$ cat src/rtl/arpl_pkg.sv
// ----------------------------------------------------------------------------
// arpl_pkg
// Shared types and constants of the adaptive-release peak limiter: fixed-point
// coefficients, register indexes, sequencer states and control words.
// ----------------------------------------------------------------------------
`default_nettype none

package arpl_pkg;

    localparam int THR_WIDTH  = 23;
    localparam int GAIN_WIDTH = 17;
    localparam int EST_WIDTH  = 16;
    localparam int CFG_IDX_W  = 4;
    localparam int CFG_DATA_W = 32;
    localparam int MB_WIDTH   = 19;
    localparam int FF_WIDTH   = 36;
    localparam int FF_HALF    = 18;
    localparam int RT_SHIFT   = 34;
    localparam int CNT_WIDTH  = 5;

    localparam logic [GAIN_WIDTH-1:0] GAIN_UNITY = 17'd65536;
    localparam logic [GAIN_WIDTH-1:0] NORM_CAP   = 17'd65536;
    localparam logic [EST_WIDTH-1:0]  EST_MAX    = 16'hFFFF;
    localparam logic [19:0]           PEAK_LEVEL = 20'd734003;
    localparam logic [15:0]           K_DECAY    = 16'd62259;
    localparam logic [15:0]           K_PEAK     = 16'd3277;
    localparam logic [15:0]           K_NORM     = 16'd19661;
    localparam logic [15:0]           K_BRIGHT   = 16'd45875;
    localparam logic [15:0]           ROUND_HALF = 16'd32768;
    localparam logic [18:0]           F1_BASE    = 19'd131072;
    localparam logic [17:0]           F2_BASE    = 18'd196608;

    localparam logic [CNT_WIDTH-1:0]  ATTACK_STEPS  = 5'd16;
    localparam logic [CNT_WIDTH-1:0]  RELEASE_STEPS = 5'd17;

    localparam int THR_RESET  = 1048576;
    localparam int BASE_RESET = 4800;
    localparam int MIN_RESET  = 480;
    localparam int MAX_RESET  = 48000;

    typedef enum logic [CFG_IDX_W-1:0] {
        REG_LIMIT_THRESHOLD = 4'd0,
        REG_BASE_RELEASE    = 4'd1,
        REG_MIN_RELEASE     = 4'd2,
        REG_MAX_RELEASE     = 4'd3
    } arpl_reg_t;

    typedef enum logic [3:0] {
        ST_IDLE,
        ST_PREP,
        ST_MUL_PD,
        ST_MUL_NB,
        ST_MUL_BB,
        ST_UPD_BR,
        ST_MUL_FF,
        ST_MUL_LO,
        ST_MUL_HI,
        ST_ACC_HI,
        ST_CLAMP,
        ST_DIV_LD,
        ST_DIV,
        ST_GAIN,
        ST_MUL_OUT,
        ST_OUT
    } arpl_state_t;

    typedef enum logic [2:0] {
        MUL_NONE,
        MUL_PD,
        MUL_NB,
        MUL_BB,
        MUL_FF,
        MUL_LO,
        MUL_HI,
        MUL_OUT
    } arpl_mul_t;

    typedef struct packed {
        arpl_mul_t mul_sel;
        logic      ld_x;
        logic      prep;
        logic      upd_pd;
        logic      ld_acc;
        logic      add_acc;
        logic      upd_br;
        logic      ld_ff;
        logic      ld_t;
        logic      div_start;
        logic      upd_gain;
        logic      ld_out;
    } arpl_ctrl_t;

    typedef struct packed {
        logic div_busy;
        logic out_busy;
    } arpl_stat_t;

endpackage

`default_nettype wire

$ cat src/rtl/arpl_if.sv
// ----------------------------------------------------------------------------
// arpl_if
// Valid/ready channels of the limiter: sample words in, result words out,
// and register writes.
// ----------------------------------------------------------------------------
`default_nettype none

interface arpl_in_if #(
    parameter int SAMPLE_WIDTH = 24
);
    logic                           valid;
    logic                           ready;
    logic signed [SAMPLE_WIDTH-1:0] in_sample;

    modport source (output valid, output in_sample, input ready);
    modport sink   (input valid, input in_sample, output ready);
endinterface

interface arpl_out_if #(
    parameter int SAMPLE_WIDTH = 24
);
    logic                                valid;
    logic                                ready;
    logic signed [SAMPLE_WIDTH-1:0]      out_sample;
    logic [arpl_pkg::GAIN_WIDTH-1:0]     applied_gain;

    modport source (output valid, output out_sample, output applied_gain, input ready);
    modport sink   (input valid, input out_sample, input applied_gain, output ready);
endinterface

interface arpl_cfg_if;
    logic                            valid;
    logic                            ready;
    logic [arpl_pkg::CFG_IDX_W-1:0]  index;
    logic [arpl_pkg::CFG_DATA_W-1:0] data;

    modport source (output valid, output index, output data, input ready);
    modport sink   (input valid, input index, input data, output ready);
endinterface

`default_nettype wire

$ cat src/rtl/adaptive_release_peak_limiter_top.sv
// ----------------------------------------------------------------------------
// adaptive_release_peak_limiter_top
// One sample is in flight at a time: the next sample is accepted only once the
// previous one has passed the serial divider (one quotient bit per cycle), the
// shared multiplier (19-bit B operand) and reached the result word register.
// A waiting result word does not block the next sample from being accepted.
// Reset: asynchronous, active low; registers take their defaults, gain unity.
// ----------------------------------------------------------------------------
`default_nettype none

module adaptive_release_peak_limiter_top #(
    parameter int SAMPLE_WIDTH  = 24,
    parameter int RELEASE_WIDTH = 18
) (
    input  logic         clk,
    input  logic         rst_n,
    arpl_cfg_if.sink     cfg,
    arpl_in_if.sink      samples,
    arpl_out_if.source   results
);
    import arpl_pkg::*;

    localparam int DIV_WIDTH = (SAMPLE_WIDTH > RELEASE_WIDTH + 1) ? SAMPLE_WIDTH
                                                                  : RELEASE_WIDTH + 1;

    arpl_ctrl_t              ctrl;
    arpl_stat_t              stat;
    logic                    in_ready;
    logic                    out_busy;
    logic                    div_busy;
    logic [DIV_WIDTH-1:0]    div_divisor;
    logic [DIV_WIDTH-1:0]    div_rem_init;
    logic [GAIN_WIDTH-1:0]   div_q_init;
    logic [CNT_WIDTH-1:0]    div_steps;
    logic [GAIN_WIDTH-1:0]   div_quotient;

    assign cfg.ready     = 1'b1;
    assign samples.ready = in_ready;
    assign stat.div_busy = div_busy;
    assign stat.out_busy = out_busy;

    arpl_ctrl u_ctrl (
        .clk      (clk),
        .rst_n    (rst_n),
        .in_valid (samples.valid),
        .stat     (stat),
        .in_ready (in_ready),
        .ctrl     (ctrl)
    );

    arpl_dp #(
        .SAMPLE_WIDTH  (SAMPLE_WIDTH),
        .RELEASE_WIDTH (RELEASE_WIDTH),
        .DIV_WIDTH     (DIV_WIDTH)
    ) u_dp (
        .clk          (clk),
        .rst_n        (rst_n),
        .cfg_valid    (cfg.valid),
        .cfg_index    (cfg.index),
        .cfg_data     (cfg.data),
        .in_sample    (samples.in_sample),
        .ctrl         (ctrl),
        .out_ready    (results.ready),
        .out_valid    (results.valid),
        .out_sample   (results.out_sample),
        .applied_gain (results.applied_gain),
        .out_busy     (out_busy),
        .div_divisor  (div_divisor),
        .div_rem_init (div_rem_init),
        .div_q_init   (div_q_init),
        .div_steps    (div_steps),
        .div_quotient (div_quotient)
    );

    arpl_div #(
        .DIV_WIDTH (DIV_WIDTH)
    ) u_div (
        .clk      (clk),
        .rst_n    (rst_n),
        .start    (ctrl.div_start),
        .divisor  (div_divisor),
        .rem_init (div_rem_init),
        .q_init   (div_q_init),
        .steps    (div_steps),
        .busy     (div_busy),
        .quotient (div_quotient)
    );

endmodule

`default_nettype wire

$ cat src/rtl/arpl_div.sv
// ----------------------------------------------------------------------------
// arpl_div
// Serial restoring divider, one quotient bit per cycle. The remainder may be
// preloaded so that a quotient of a shifted dividend needs fewer steps.
// ----------------------------------------------------------------------------
`default_nettype none

module arpl_div #(
    parameter int DIV_WIDTH = 24
) (
    input  logic                                clk,
    input  logic                                rst_n,
    input  logic                                start,
    input  logic [DIV_WIDTH-1:0]                divisor,
    input  logic [DIV_WIDTH-1:0]                rem_init,
    input  logic [arpl_pkg::GAIN_WIDTH-1:0]     q_init,
    input  logic [arpl_pkg::CNT_WIDTH-1:0]      steps,
    output logic                                busy,
    output logic [arpl_pkg::GAIN_WIDTH-1:0]     quotient
);
    import arpl_pkg::*;

    logic [DIV_WIDTH-1:0]  rem_reg, rem_next;
    logic [DIV_WIDTH-1:0]  div_reg;
    logic [GAIN_WIDTH-1:0] q_reg, q_next;
    logic [CNT_WIDTH-1:0]  cnt_reg;
    logic                  busy_reg;
    logic [DIV_WIDTH:0]    rem_sh;
    logic [DIV_WIDTH:0]    rem_sub;
    logic                  fits;

    assign rem_sh  = {rem_reg, q_reg[GAIN_WIDTH-1]};
    assign rem_sub = rem_sh - {1'b0, div_reg};
    assign fits    = rem_sh >= {1'b0, div_reg};

    always_comb
    begin
        rem_next = fits ? rem_sub[DIV_WIDTH-1:0] : rem_sh[DIV_WIDTH-1:0];
        q_next   = {q_reg[GAIN_WIDTH-2:0], fits};
    end

    always_ff @(posedge clk or negedge rst_n)
    begin
        if (!rst_n)
        begin
            busy_reg <= 1'b0;
            cnt_reg  <= '0;
        end
        else if (start)
        begin
            busy_reg <= 1'b1;
            cnt_reg  <= steps;
        end
        else if (busy_reg)
        begin
            cnt_reg <= cnt_reg - CNT_WIDTH'(1);
            if (cnt_reg == CNT_WIDTH'(1))
            begin
                busy_reg <= 1'b0;
            end
        end
    end

    always_ff @(posedge clk)
    begin
        if (start)
        begin
            rem_reg <= rem_init;
            div_reg <= divisor;
            q_reg   <= q_init;
        end
        else if (busy_reg)
        begin
            rem_reg <= rem_next;
            q_reg   <= q_next;
        end
    end

    assign busy     = busy_reg;
    assign quotient = q_reg;

`ifndef SYNTHESIS
    a_rem_below_divisor: assert property (@(posedge clk) disable iff (!rst_n)
        busy_reg |-> (rem_reg < div_reg))
        else $error("divider remainder not below divisor");
`endif

endmodule

`default_nettype wire

$ cat src/rtl/arpl_ctrl.sv
// ----------------------------------------------------------------------------
// arpl_ctrl
// Sequencer of the limiter: steps one sample through the shared multiplier,
// the release-time clamp and the serial divider.
// ----------------------------------------------------------------------------
`default_nettype none

module arpl_ctrl (
    input  logic                 clk,
    input  logic                 rst_n,
    input  logic                 in_valid,
    input  arpl_pkg::arpl_stat_t stat,
    output logic                 in_ready,
    output arpl_pkg::arpl_ctrl_t ctrl
);
    import arpl_pkg::*;

    arpl_state_t state_reg, state_next;

    always_ff @(posedge clk or negedge rst_n)
    begin
        if (!rst_n)
        begin
            state_reg <= ST_IDLE;
        end
        else
        begin
            state_reg <= state_next;
        end
    end

    always_comb
    begin
        state_next = state_reg;
        unique case (state_reg)
            ST_IDLE:    state_next = in_valid ? ST_PREP : ST_IDLE;
            ST_PREP:    state_next = ST_MUL_PD;
            ST_MUL_PD:  state_next = ST_MUL_NB;
            ST_MUL_NB:  state_next = ST_MUL_BB;
            ST_MUL_BB:  state_next = ST_UPD_BR;
            ST_UPD_BR:  state_next = ST_MUL_FF;
            ST_MUL_FF:  state_next = ST_MUL_LO;
            ST_MUL_LO:  state_next = ST_MUL_HI;
            ST_MUL_HI:  state_next = ST_ACC_HI;
            ST_ACC_HI:  state_next = ST_CLAMP;
            ST_CLAMP:   state_next = ST_DIV_LD;
            ST_DIV_LD:  state_next = ST_DIV;
            ST_DIV:     state_next = stat.div_busy ? ST_DIV : ST_GAIN;
            ST_GAIN:    state_next = ST_MUL_OUT;
            ST_MUL_OUT: state_next = ST_OUT;
            ST_OUT:     state_next = stat.out_busy ? ST_OUT : ST_IDLE;
            default:    state_next = ST_IDLE;
        endcase
    end

    always_comb
    begin
        ctrl         = '0;
        ctrl.mul_sel = MUL_NONE;
        in_ready     = 1'b0;
        unique case (state_reg)
            ST_IDLE:
            begin
                in_ready  = 1'b1;
                ctrl.ld_x = in_valid;
            end
            ST_PREP:    ctrl.prep = 1'b1;
            ST_MUL_PD:  ctrl.mul_sel = MUL_PD;
            ST_MUL_NB:
            begin
                ctrl.mul_sel = MUL_NB;
                ctrl.upd_pd  = 1'b1;
            end
            ST_MUL_BB:
            begin
                ctrl.mul_sel = MUL_BB;
                ctrl.ld_acc  = 1'b1;
            end
            ST_UPD_BR:  ctrl.upd_br = 1'b1;
            ST_MUL_FF:  ctrl.mul_sel = MUL_FF;
            ST_MUL_LO:
            begin
                ctrl.mul_sel = MUL_LO;
                ctrl.ld_ff   = 1'b1;
            end
            ST_MUL_HI:
            begin
                ctrl.mul_sel = MUL_HI;
                ctrl.ld_acc  = 1'b1;
            end
            ST_ACC_HI:  ctrl.add_acc = 1'b1;
            ST_CLAMP:   ctrl.ld_t = 1'b1;
            ST_DIV_LD:  ctrl.div_start = 1'b1;
            ST_DIV:     ctrl.mul_sel = MUL_NONE;
            ST_GAIN:    ctrl.upd_gain = 1'b1;
            ST_MUL_OUT: ctrl.mul_sel = MUL_OUT;
            ST_OUT:
            begin
                ctrl.mul_sel = MUL_OUT;
                ctrl.ld_out  = !stat.out_busy;
            end
            default:    ctrl.mul_sel = MUL_NONE;
        endcase
    end

endmodule

`default_nettype wire

$ cat src/rtl/arpl_dp.sv
// ----------------------------------------------------------------------------
// arpl_dp
// Datapath of the limiter: registers, estimator updates, shared multiplier,
// release-time clamp, divider operands and the output word register.
// ----------------------------------------------------------------------------
`default_nettype none

module arpl_dp #(
    parameter int SAMPLE_WIDTH  = 24,
    parameter int RELEASE_WIDTH = 18,
    parameter int DIV_WIDTH     = 24
) (
    input  logic                                clk,
    input  logic                                rst_n,
    input  logic                                cfg_valid,
    input  logic [arpl_pkg::CFG_IDX_W-1:0]      cfg_index,
    input  logic [arpl_pkg::CFG_DATA_W-1:0]     cfg_data,
    input  logic signed [SAMPLE_WIDTH-1:0]      in_sample,
    input  arpl_pkg::arpl_ctrl_t                ctrl,
    input  logic                                out_ready,
    output logic                                out_valid,
    output logic signed [SAMPLE_WIDTH-1:0]      out_sample,
    output logic [arpl_pkg::GAIN_WIDTH-1:0]     applied_gain,
    output logic                                out_busy,
    output logic [DIV_WIDTH-1:0]                div_divisor,
    output logic [DIV_WIDTH-1:0]                div_rem_init,
    output logic [arpl_pkg::GAIN_WIDTH-1:0]     div_q_init,
    output logic [arpl_pkg::CNT_WIDTH-1:0]      div_steps,
    input  logic [arpl_pkg::GAIN_WIDTH-1:0]     div_quotient
);
    import arpl_pkg::*;

    localparam int SW  = SAMPLE_WIDTH;
    localparam int RW  = RELEASE_WIDTH;
    localparam int MA  = (SW > RW + 1) ? ((SW > 20) ? SW : 20)
                                       : ((RW + 1 > 20) ? RW + 1 : 20);
    localparam int PW  = MA + MB_WIDTH;
    localparam int AW  = RW + FF_WIDTH;
    localparam int CW  = (SW > THR_WIDTH) ? SW : THR_WIDTH;
    localparam int TRW = RW + 2;
    localparam logic signed [PW-1:0] Y_MAX = PW'((64'sd1 <<< (SW - 1)) - 64'sd1);
    localparam logic signed [PW-1:0] Y_MIN = -Y_MAX - PW'(1);

    logic [THR_WIDTH-1:0]  thr_reg;
    logic [RW-1:0]         base_reg;
    logic [RW-1:0]         min_reg;
    logic [RW-1:0]         max_reg;

    logic [GAIN_WIDTH-1:0] gain_reg;
    logic [EST_WIDTH-1:0]  pd_reg;
    logic [EST_WIDTH-1:0]  br_reg;
    logic signed [SW-1:0]  prev_reg;

    logic signed [SW-1:0]  x_reg;
    logic [SW-1:0]         mag_reg;
    logic [GAIN_WIDTH-1:0] norm_reg;
    logic                  peak_reg;
    logic                  attack_reg;
    logic signed [PW-1:0]  prod_reg;
    logic [AW-1:0]         acc_reg;
    logic [FF_WIDTH-1:0]   ff_reg;
    logic [RW-1:0]         t_reg;

    logic                  out_valid_reg;
    logic signed [SW-1:0]  out_sample_reg;
    logic [GAIN_WIDTH-1:0] out_gain_reg;

    logic signed [SW:0]    x_ext;
    logic signed [SW:0]    d_ext;
    logic [SW:0]           mag_w;
    logic [SW:0]           diff_w;
    logic [SW:0]           dsh_w;
    logic [GAIN_WIDTH-1:0] norm_w;
    logic [CW-1:0]         mag_cw;

    logic signed [MA-1:0]       mul_a;
    logic signed [MB_WIDTH-1:0] mul_b;
    logic [18:0]           f1_w;
    logic [17:0]           f2_w;

    logic [32:0]           pd_round;
    logic [17:0]           pd_sum;
    logic [EST_WIDTH-1:0]  pd_new;
    logic [33:0]           br_round;
    logic [17:0]           br_q;
    logic [EST_WIDTH-1:0]  br_new;

    logic [TRW-1:0]        t_raw;
    logic [TRW-1:0]        t_cap;
    logic [TRW-1:0]        t_clamped;

    logic signed [PW-1:0]  y_round;
    logic signed [PW-1:0]  y_shift;
    logic signed [SW-1:0]  y_sat;

    // sample magnitude and step size
    assign x_ext  = (SW + 1)'(x_reg);
    assign d_ext  = x_ext - (SW + 1)'(prev_reg);
    assign mag_w  = x_ext[SW] ? -x_ext : x_ext;
    assign diff_w = d_ext[SW] ? -d_ext : d_ext;
    assign dsh_w  = diff_w >> 3;
    assign norm_w = (dsh_w > (SW + 1)'(NORM_CAP)) ? NORM_CAP : dsh_w[GAIN_WIDTH-1:0];
    assign mag_cw = CW'(mag_w[SW-1:0]);

    // release factors
    assign f1_w = F1_BASE + 19'(pd_reg) + {2'b00, pd_reg, 1'b0};
    assign f2_w = F2_BASE - 18'(br_reg);

    always_comb
    begin
        mul_a = '0;
        mul_b = '0;
        unique case (ctrl.mul_sel)
            MUL_NONE:
            begin
                mul_a = '0;
                mul_b = '0;
            end
            MUL_PD:
            begin
                mul_a = MA'(pd_reg);
                mul_b = MB_WIDTH'(K_DECAY);
            end
            MUL_NB:
            begin
                mul_a = MA'(norm_reg);
                mul_b = MB_WIDTH'(K_NORM);
            end
            MUL_BB:
            begin
                mul_a = MA'(br_reg);
                mul_b = MB_WIDTH'(K_BRIGHT);
            end
            MUL_FF:
            begin
                mul_a = MA'(f1_w);
                mul_b = MB_WIDTH'(f2_w);
            end
            MUL_LO:
            begin
                mul_a = MA'(base_reg);
                mul_b = MB_WIDTH'(prod_reg[FF_HALF-1:0]);
            end
            MUL_HI:
            begin
                mul_a = MA'(base_reg);
                mul_b = MB_WIDTH'(ff_reg[FF_WIDTH-1:FF_HALF]);
            end
            MUL_OUT:
            begin
                mul_a = MA'(x_reg);
                mul_b = MB_WIDTH'(gain_reg);
            end
            default:
            begin
                mul_a = '0;
                mul_b = '0;
            end
        endcase
    end

    // estimator updates
    assign pd_round = prod_reg[32:0] + 33'(ROUND_HALF);
    assign pd_sum   = {1'b0, pd_round[32:16]} + (peak_reg ? 18'(K_PEAK) : 18'd0);
    assign pd_new   = (pd_sum > 18'(EST_MAX)) ? EST_MAX : pd_sum[EST_WIDTH-1:0];
    assign br_round = acc_reg[33:0] + prod_reg[33:0] + 34'(ROUND_HALF);
    assign br_q     = br_round[33:16];
    assign br_new   = (br_q > 18'(EST_MAX)) ? EST_MAX : br_q[EST_WIDTH-1:0];

    // release time: cap to max first, then raise to min
    assign t_raw     = acc_reg[AW-1:RT_SHIFT];
    assign t_cap     = (t_raw > TRW'(max_reg)) ? TRW'(max_reg) : t_raw;
    assign t_clamped = (t_cap < TRW'(min_reg)) ? TRW'(min_reg) : t_cap;

    // divider operands
    assign div_divisor  = attack_reg ? DIV_WIDTH'(mag_reg)
                                     : DIV_WIDTH'(t_reg) + DIV_WIDTH'(1);
    assign div_rem_init = attack_reg ? DIV_WIDTH'(thr_reg) : '0;
    assign div_q_init   = attack_reg ? '0 : GAIN_UNITY - gain_reg;
    assign div_steps    = attack_reg ? ATTACK_STEPS : RELEASE_STEPS;

    // output rounding and saturation
    assign y_round = prod_reg + $signed(PW'(ROUND_HALF));
    assign y_shift = y_round >>> 16;
    assign y_sat   = (y_shift > Y_MAX) ? Y_MAX[SW-1:0] :
                     (y_shift < Y_MIN) ? Y_MIN[SW-1:0] : y_shift[SW-1:0];

    always_ff @(posedge clk or negedge rst_n)
    begin
        if (!rst_n)
        begin
            thr_reg       <= THR_WIDTH'(THR_RESET);
            base_reg      <= RW'(BASE_RESET);
            min_reg       <= RW'(MIN_RESET);
            max_reg       <= RW'(MAX_RESET);
            gain_reg      <= GAIN_UNITY;
            pd_reg        <= '0;
            br_reg        <= '0;
            prev_reg      <= '0;
            out_valid_reg <= 1'b0;
        end
        else
        begin
            if (cfg_valid)
            begin
                unique case (arpl_reg_t'(cfg_index))
                    REG_LIMIT_THRESHOLD: thr_reg  <= cfg_data[THR_WIDTH-1:0];
                    REG_BASE_RELEASE:    base_reg <= cfg_data[RW-1:0];
                    REG_MIN_RELEASE:     min_reg  <= cfg_data[RW-1:0];
                    REG_MAX_RELEASE:     max_reg  <= cfg_data[RW-1:0];
                    default:             thr_reg  <= thr_reg;
                endcase
            end
            if (ctrl.prep)
            begin
                prev_reg <= x_reg;
            end
            if (ctrl.upd_pd)
            begin
                pd_reg <= pd_new;
            end
            if (ctrl.upd_br)
            begin
                br_reg <= br_new;
            end
            if (ctrl.upd_gain)
            begin
                gain_reg <= attack_reg ? div_quotient : gain_reg + div_quotient;
            end
            if (ctrl.ld_out)
            begin
                out_valid_reg <= 1'b1;
            end
            else if (out_ready)
            begin
                out_valid_reg <= 1'b0;
            end
        end
    end

    always_ff @(posedge clk)
    begin
        prod_reg <= mul_a * mul_b;
        if (ctrl.ld_x)
        begin
            x_reg <= in_sample;
        end
        if (ctrl.prep)
        begin
            mag_reg    <= mag_w[SW-1:0];
            norm_reg   <= norm_w;
            peak_reg   <= mag_cw > CW'(PEAK_LEVEL);
            attack_reg <= mag_cw > CW'(thr_reg);
        end
        if (ctrl.ld_acc)
        begin
            acc_reg <= AW'($unsigned(prod_reg));
        end
        else if (ctrl.add_acc)
        begin
            acc_reg <= acc_reg + (AW'($unsigned(prod_reg)) << FF_HALF);
        end
        if (ctrl.ld_ff)
        begin
            ff_reg <= prod_reg[FF_WIDTH-1:0];
        end
        if (ctrl.ld_t)
        begin
            t_reg <= t_clamped[RW-1:0];
        end
        if (ctrl.ld_out)
        begin
            out_sample_reg <= y_sat;
            out_gain_reg   <= gain_reg;
        end
    end

    assign out_valid    = out_valid_reg;
    assign out_sample   = out_sample_reg;
    assign applied_gain = out_gain_reg;
    assign out_busy     = out_valid_reg && !out_ready;

`ifndef SYNTHESIS
    a_gain_max: assert property (@(posedge clk) disable iff (!rst_n)
        gain_reg <= GAIN_UNITY)
        else $error("gain above unity");

    a_release_rises: assert property (@(posedge clk) disable iff (!rst_n)
        (ctrl.upd_gain && !attack_reg) |=> (gain_reg >= $past(gain_reg)))
        else $error("release step lowered the gain");

    a_attack_cuts: assert property (@(posedge clk) disable iff (!rst_n)
        (ctrl.upd_gain && attack_reg) |=> (gain_reg < GAIN_UNITY))
        else $error("attack gain not below unity");

    a_no_overwrite: assert property (@(posedge clk) disable iff (!rst_n)
        ctrl.ld_out |-> !out_busy)
        else $error("result word overwritten before taken");
`endif

endmodule

`default_nettype wire
$ cat src/flat_wrapper.sv
// flat-port wrapper written by rule: the top's interface ports become plain ports
module adaptive_release_peak_limiter_top_flat import arpl_pkg::*;
#(
    parameter int SAMPLE_WIDTH  = 24,
    parameter int RELEASE_WIDTH = 18
)
  (clk, rst_n, cfg_valid, cfg_index, cfg_data, cfg_ready, samples_valid, samples_in_sample, samples_ready, results_valid, results_out_sample, results_applied_gain, results_ready);
  arpl_cfg_if cfg_i ();
  arpl_in_if #(.SAMPLE_WIDTH(SAMPLE_WIDTH)) samples_i ();
  arpl_out_if #(.SAMPLE_WIDTH(SAMPLE_WIDTH)) results_i ();
  input  logic clk;
  input  logic rst_n;
  input wire logic [$bits(cfg_i.valid)-1:0] cfg_valid;
  input wire logic [$bits(cfg_i.index)-1:0] cfg_index;
  input wire logic [$bits(cfg_i.data)-1:0] cfg_data;
  output wire logic [$bits(cfg_i.ready)-1:0] cfg_ready;
  input wire logic [$bits(samples_i.valid)-1:0] samples_valid;
  input wire logic [$bits(samples_i.in_sample)-1:0] samples_in_sample;
  output wire logic [$bits(samples_i.ready)-1:0] samples_ready;
  output wire logic [$bits(results_i.valid)-1:0] results_valid;
  output wire logic [$bits(results_i.out_sample)-1:0] results_out_sample;
  output wire logic [$bits(results_i.applied_gain)-1:0] results_applied_gain;
  input wire logic [$bits(results_i.ready)-1:0] results_ready;
  assign cfg_i.valid = cfg_valid;
  assign cfg_i.index = cfg_index;
  assign cfg_i.data = cfg_data;
  assign cfg_ready = cfg_i.ready;
  assign samples_i.valid = samples_valid;
  assign samples_i.in_sample = samples_in_sample;
  assign samples_ready = samples_i.ready;
  assign results_valid = results_i.valid;
  assign results_out_sample = results_i.out_sample;
  assign results_applied_gain = results_i.applied_gain;
  assign results_i.ready = results_ready;
  adaptive_release_peak_limiter_top #(.SAMPLE_WIDTH(SAMPLE_WIDTH), .RELEASE_WIDTH(RELEASE_WIDTH)) u_core (.clk(clk), .rst_n(rst_n), .cfg(cfg_i), .samples(samples_i), .results(results_i));
endmodule
$ cat config.mk
export PLATFORM = sky130hd
export DESIGN_NAME = adaptive_release_peak_limiter_top_flat
export DESIGN_NICKNAME = d
export VERILOG_FILES = /design/src/rtl/arpl_pkg.sv /design/src/rtl/arpl_if.sv /design/src/rtl/adaptive_release_peak_limiter_top.sv /design/src/rtl/arpl_div.sv /design/src/rtl/arpl_ctrl.sv /design/src/rtl/arpl_dp.sv /design/src/flat_wrapper.sv
export SDC_FILE = /design/constraint.sdc
export NUM_CORES = 2
export LEC_CHECK = 0
export ABC_AREA = 1
export BUFFER_PORTS_ARGS = -buffer_cell sky130_fd_sc_hd__buf_4
export CORE_ASPECT_RATIO = 0.9
export CORE_MARGIN = 4
export CORE_UTILIZATION = 55
export CTS_CLUSTER_SIZE = 10
export DETAILED_ROUTE_END_ITERATION = 8
export PLACE_DENSITY_LB_ADDON = 0.05
export SLEW_MARGIN = 5
export SYNTH_ARGS = -nofsm -noshare
export SYNTH_HDL_FRONTEND = slang
export SYNTH_HIERARCHICAL = 1
export SYNTH_SLANG_ARGS = --single-unit
$ cat constraint.sdc
create_clock -name clk -period 13.6 [get_ports clk]
set_input_delay 0.68 -clock clk [delete_from_list [all_inputs] [get_ports clk]]
set_output_delay 0.68 -clock clk [all_outputs]
set_load 0.01 [all_outputs]
Word-level counts from Yosys, hierarchy flattened
Index checks and enable logic that the tools add are counted.
Cells by class
  add/sub/neg operators: 17
  multiply operators: 1
  $lt $le $gt $ge: 10
  equal/unequal tests: 26
  muxes and demuxes: 46
  reduce and logical (&&, ||, !) cells: 16
Operators by type and width (count)
  $pmux 24 s7: 1
  $pmux 19 s8: 1
  $mux 24: 6
  $mux 43: 2
  $mux 17: 4
  $pmux 4 s16: 1
  $add 54x54->54: 1
  $add 43x17->43 const B: 1
  $mul 24x19->43: 1
  $gt 18x16->1 const B: 2
  $add 34x16->34 const B: 1
  $add 34x34->34: 1
  $add 33x16->33 const B: 1
  $eq 4x4->1 const B: 8
  $mux 16: 2
  $gt 27x24->1 const B: 1
  $lt 27x24->1 const B: 1
  $ge 25x24->1: 1
  $mux 25: 1
  $neg 25->25: 1
  $sub 24x24->25: 1
  $gt 24x20->1 const B: 1
  $gt 24x23->1: 1
  $neg 24->24: 1
  34 further kinds: 74
Word-level totals
  flip-flop bits (word level): 485
  output and inout port bits: 44
  word-level logic and storage cells: 143

Depth between registers and ports, before layout
  word-level depth: 7
  depth in mapped cells: 47
  mapped depth without buffers: 46

Hierarchy
Netlist, hierarchy kept.
Modules (own cells, without submodules)
  arpl_dp: times used 1, cells an instance 5524, area each 42839.8 um^2, seq. area each 10496.3 um^2
  arpl_div: times used 1, cells an instance 688, area each 4966.0 um^2, seq. area each 2102.0 um^2
  arpl_ctrl: times used 1, cells an instance 58, area each 334.1 um^2, seq. area each 100.1 um^2
  adaptive_release_peak_limiter_top: times used 1, cells an instance 2, area each 11.3 um^2, seq. area each 0.0 um^2

Worst setup path before layout
No wires, ideal clock.
  path kind: reg2reg
  start point: register u_core.u_ctrl.state_reg[0]
  end point: register u_core.u_dp.prod_reg[40]
  library setup time: 0.072 ns
  data arrival time: 7.882 ns
  required time: 13.528 ns
  path slack: 5.646 ns
  cell stages (with the launch flop): 32
  path buffers: 2
  path through: dfrtp_1 nor2_2 nand2_1 nand2_1 clkinv_1 nor3_2 inv_1 clkbuf_1 o311ai_1 clkbuf_1 nand2_1 fa_1 fa_1 inv_1 fa_1 inv_1 fa_1 inv_1 fa_1 inv_1 fa_1 inv_1 ha_1 nand2_1 nor2_1 inv_1 nor2_1 inv_1 o21ai_0 a21oi_1 o21ai_0 xor2_1
RTL lines
  from (decl): RTL line arpl_ctrl.sv:18  | arpl_state_t state_reg, state_next;
  from (signal assigned): RTL line arpl_ctrl.sv:28  | state_reg <= state_next;
  to (signal assigned): RTL line arpl_dp.sv:243  | prod_reg <= mul_a * mul_b;
  to (decl): RTL line arpl_dp.sv:59  | logic signed [PW-1:0] prod_reg;

==> summary.txt <==
Synthesis
  • Post-synth EDFFs: 252
  • Top cells by count, synth: nand2_1, inv_1, nor2_1
  • Top FF cell, synth: edfxtp_1
  • Yosys cell types: 64
  • Ys Warns: 6
  • Async SR Flop Fraction: 0.345
  • Synth area leader: fa_1
  • Syn_area_per_cell: 7.68 µm²
  • Synth Cell Area: 0.0482 mm²
  • Yosys reg bits: 467
  • Synth top area share: 0.180
  • Post-synthesis cell count: 6272
  • Most frequent cell after synthesis: nand2_1
  • Sequential area share after synthesis: 0.264
  • Top cells by area, synth: fa_1, edfxtp_1, nand2_1, inv_1, ha_1

Clock tree
  • CTS Buf Count: 57
  • Postcts setup bufs: 0
  • Worst-path clk slew: 60 ps
  • CTS tree: built
  • H-tree depth: 2
  • Max clock buf depth: 3
  • Clock Latency Late Sink: 660 ps
  • CTS Root Cell: clkbuf_16
  • CTS sink count: 467

STA
  • WHS: 214 ps
  • Total Neg Setup Slack: 0 ps
  • Slew headroom: 0.151
  • Fin crit period: 9900 ps
  • Fin crit share: 0.728
  • Worst clock skew: roughly 58 ps
  • Final setup fails: 0
  • Final Hold Vio Count: 0
  • Fin. max-slew vios: 0
  • Least-Margin Pin Slew: roughly 1300 ps
  • RSZ-0062 raised after global routing: false
  • Fmax: 101 MHz

Global route
  • Grt ovf: 0
  • First-pass GRT wire length: 235000 µm
  • Total GRT Usage: 0.330
  • Initial antenna violation count: 8
  • Number of global-route vias before repair: between 30000 and 40000
  • Largest net degree at the start of global routing: 82

Die
  • CORE AREA: 0.0864 mm²
  • Std cell rows: 102
  • Initial core utilization: 0.557
  • Full die area: 0.0924 mm²
  • Boundary pin count: between 100 and 150
  • Die width: 320 µm
  • Die Height: 289 µm

Setup path
  • Worst Path Arrival: ~10000 ps
  • Critical Path End Type: register
  • Required time of the critical path: 14190 ps
  • Critical path type: reg2reg
  • Startpoint Class: register
  • Critical path's largest stage delay: ~670 ps
  • Crit path buffers/inverters: 9
  • Slowest CP cell: nand2_1
  • Crit path max-delay family: adder cells
  • Worst-path fanout max: 26

Outcome
  • Status: completed

Job
  • Maxcap violations: 0

Placed design
  • # port buffers: 98
  • Routability Congestion: around 1
  • Post-Place Cells: 7430
  • Detailed Place HPWL: between 100000 and 150000 µm

Final layout
  • Layout cells sized above 1: 0.0600
  • Final Non-Filler Cells: 7543
  • # nets final: 7208
  • Area growth syn-to-layout: 8.03%
  • Max reg flops: 54

Detailed routing
  • Final WL: 153000 µm
  • Antenna viol nets, final: 0
  • Vias per cell: 5.56
  • Via count: ~42000
  • First-pass DRT Iterations: 6
  • DR iter-0 viols: 4427
  • DRC: 0
  • WL per Instance: 20.3 µm

Min path
  • Hold Crit Class: in2reg
metal layers:
layer	up-vias	global-route usage	wire, µm	part of all wire
met1	20100	0.489	68200	0.44
li1	19800	-	-	-
met3	272	0.0608	15300	0.10
met4	2	0.0972	5160	0.034
met2	1778	0.495	64600	0.42
met5	-	0	13	0.000085
cell usage in the layout (no fill, tap or decap), types with 26 or more instances in the layout:
cell type and instances:
clkbuf_1 34, edfxtp_1 252, fa_1 434, nand2_1 1508
buf_4 158, xnor2_1 46, ha_1 363, nor3_1 52
nand4_1 84, o21ai_0 338, nand2_2 28, nor2_2 30
nor2_1 528, dfxtp_1 54, dfrtp_1 144, clkbuf_16 58
nand3_1 235, or2_2 26, a21oi_1 287, xor2_1 111
inv_1 1299, a31oi_1 31
cell families (layout without fill, tap and decap cells):
kind of cell / Yosys count / count (layout) / synth area share
other: 3 / 16 / 0.000234
and+or+nand+nor: 2560 / 2560 / 0.222
buffers and inverters: 1475 / 1589 / 0.117
adders and majority gates: 797 / 797 / 0.275
DFF: 467 / 467 / 0.264
AOI/OAI and AO/OA: 813 / 813 / 0.0942
xor gates and xnor gates: 157 / 157 / 0.0286
worst register-to-register path, delay by kind of cell, from the launching register on:
family	cells	cell delay, ps
buffers and inverters	9	1580
flip-flops	1	460
AND/OR/NAND/NOR	11	2530
adder cells (fa/ha/maj)	7	3540
XOR/XNOR	1	150
AO/OA/AOI/OAI	6	1590
per-stage QoR:
stage / setup WS [ps] / cell area, µm² / util
2_1_floorplan: 5650 / 48200 / -
3_3_place_gp: 3990 / 50200 / 0.581
3_5_place_dp: 3910 / 50200 / 0.581
4_1_cts: 3870 / 52000 / 0.602
5_1_grt: 3120 / 52000 / 0.602
6_report: 3700 / 52000 / 0.602
path summary, 6_finish.rpt:
path | from | to | slack, ps | depth (start not counted)
worst max-delay path | u_core/u_ctrl/state_reg[2] | u_core/u_dp/prod_reg[40] | 3700 | 34
worst min-delay path | samples_in_sample[22] | u_core/u_dp/x_reg[22] | 210 | 1
worst max register to register | u_core/u_ctrl/state_reg[2] | u_core/u_dp/prod_reg[40] | 3700 | 34
worst min register to register | u_core/u_dp/x_reg[0] | u_core/u_dp/mag_reg[0] | 470 | 0
max in group asynchronous | rst_n | u_core/u_div/busy | 11090 | 4
min in group asynchronous | rst_n | u_core/u_dp/prev_reg[4] | 570 | 2
layout make-up:
cell class                      count  area, µm²
Fill cell                        8108      34400
Multi-Input combinational cell   4339      29900
Sequential cell                   467      12700
Inverter                         1321       4960
Clock buffer                       98       1660
Tap cell                         1144       1430
Timing Repair Buffer              160       1210
Clock inverter                     10        123
Antenna cell                        4       10.0
repair_timing:
item                      in CTS  in global routing
hold endpoints to repair       7                  0
gates resized for setup        0                  0
hold buffers                   1                  0
Power is not shown: default switching activity piles up to over one toggle a cycle in this logic, so the estimate is an artifact.
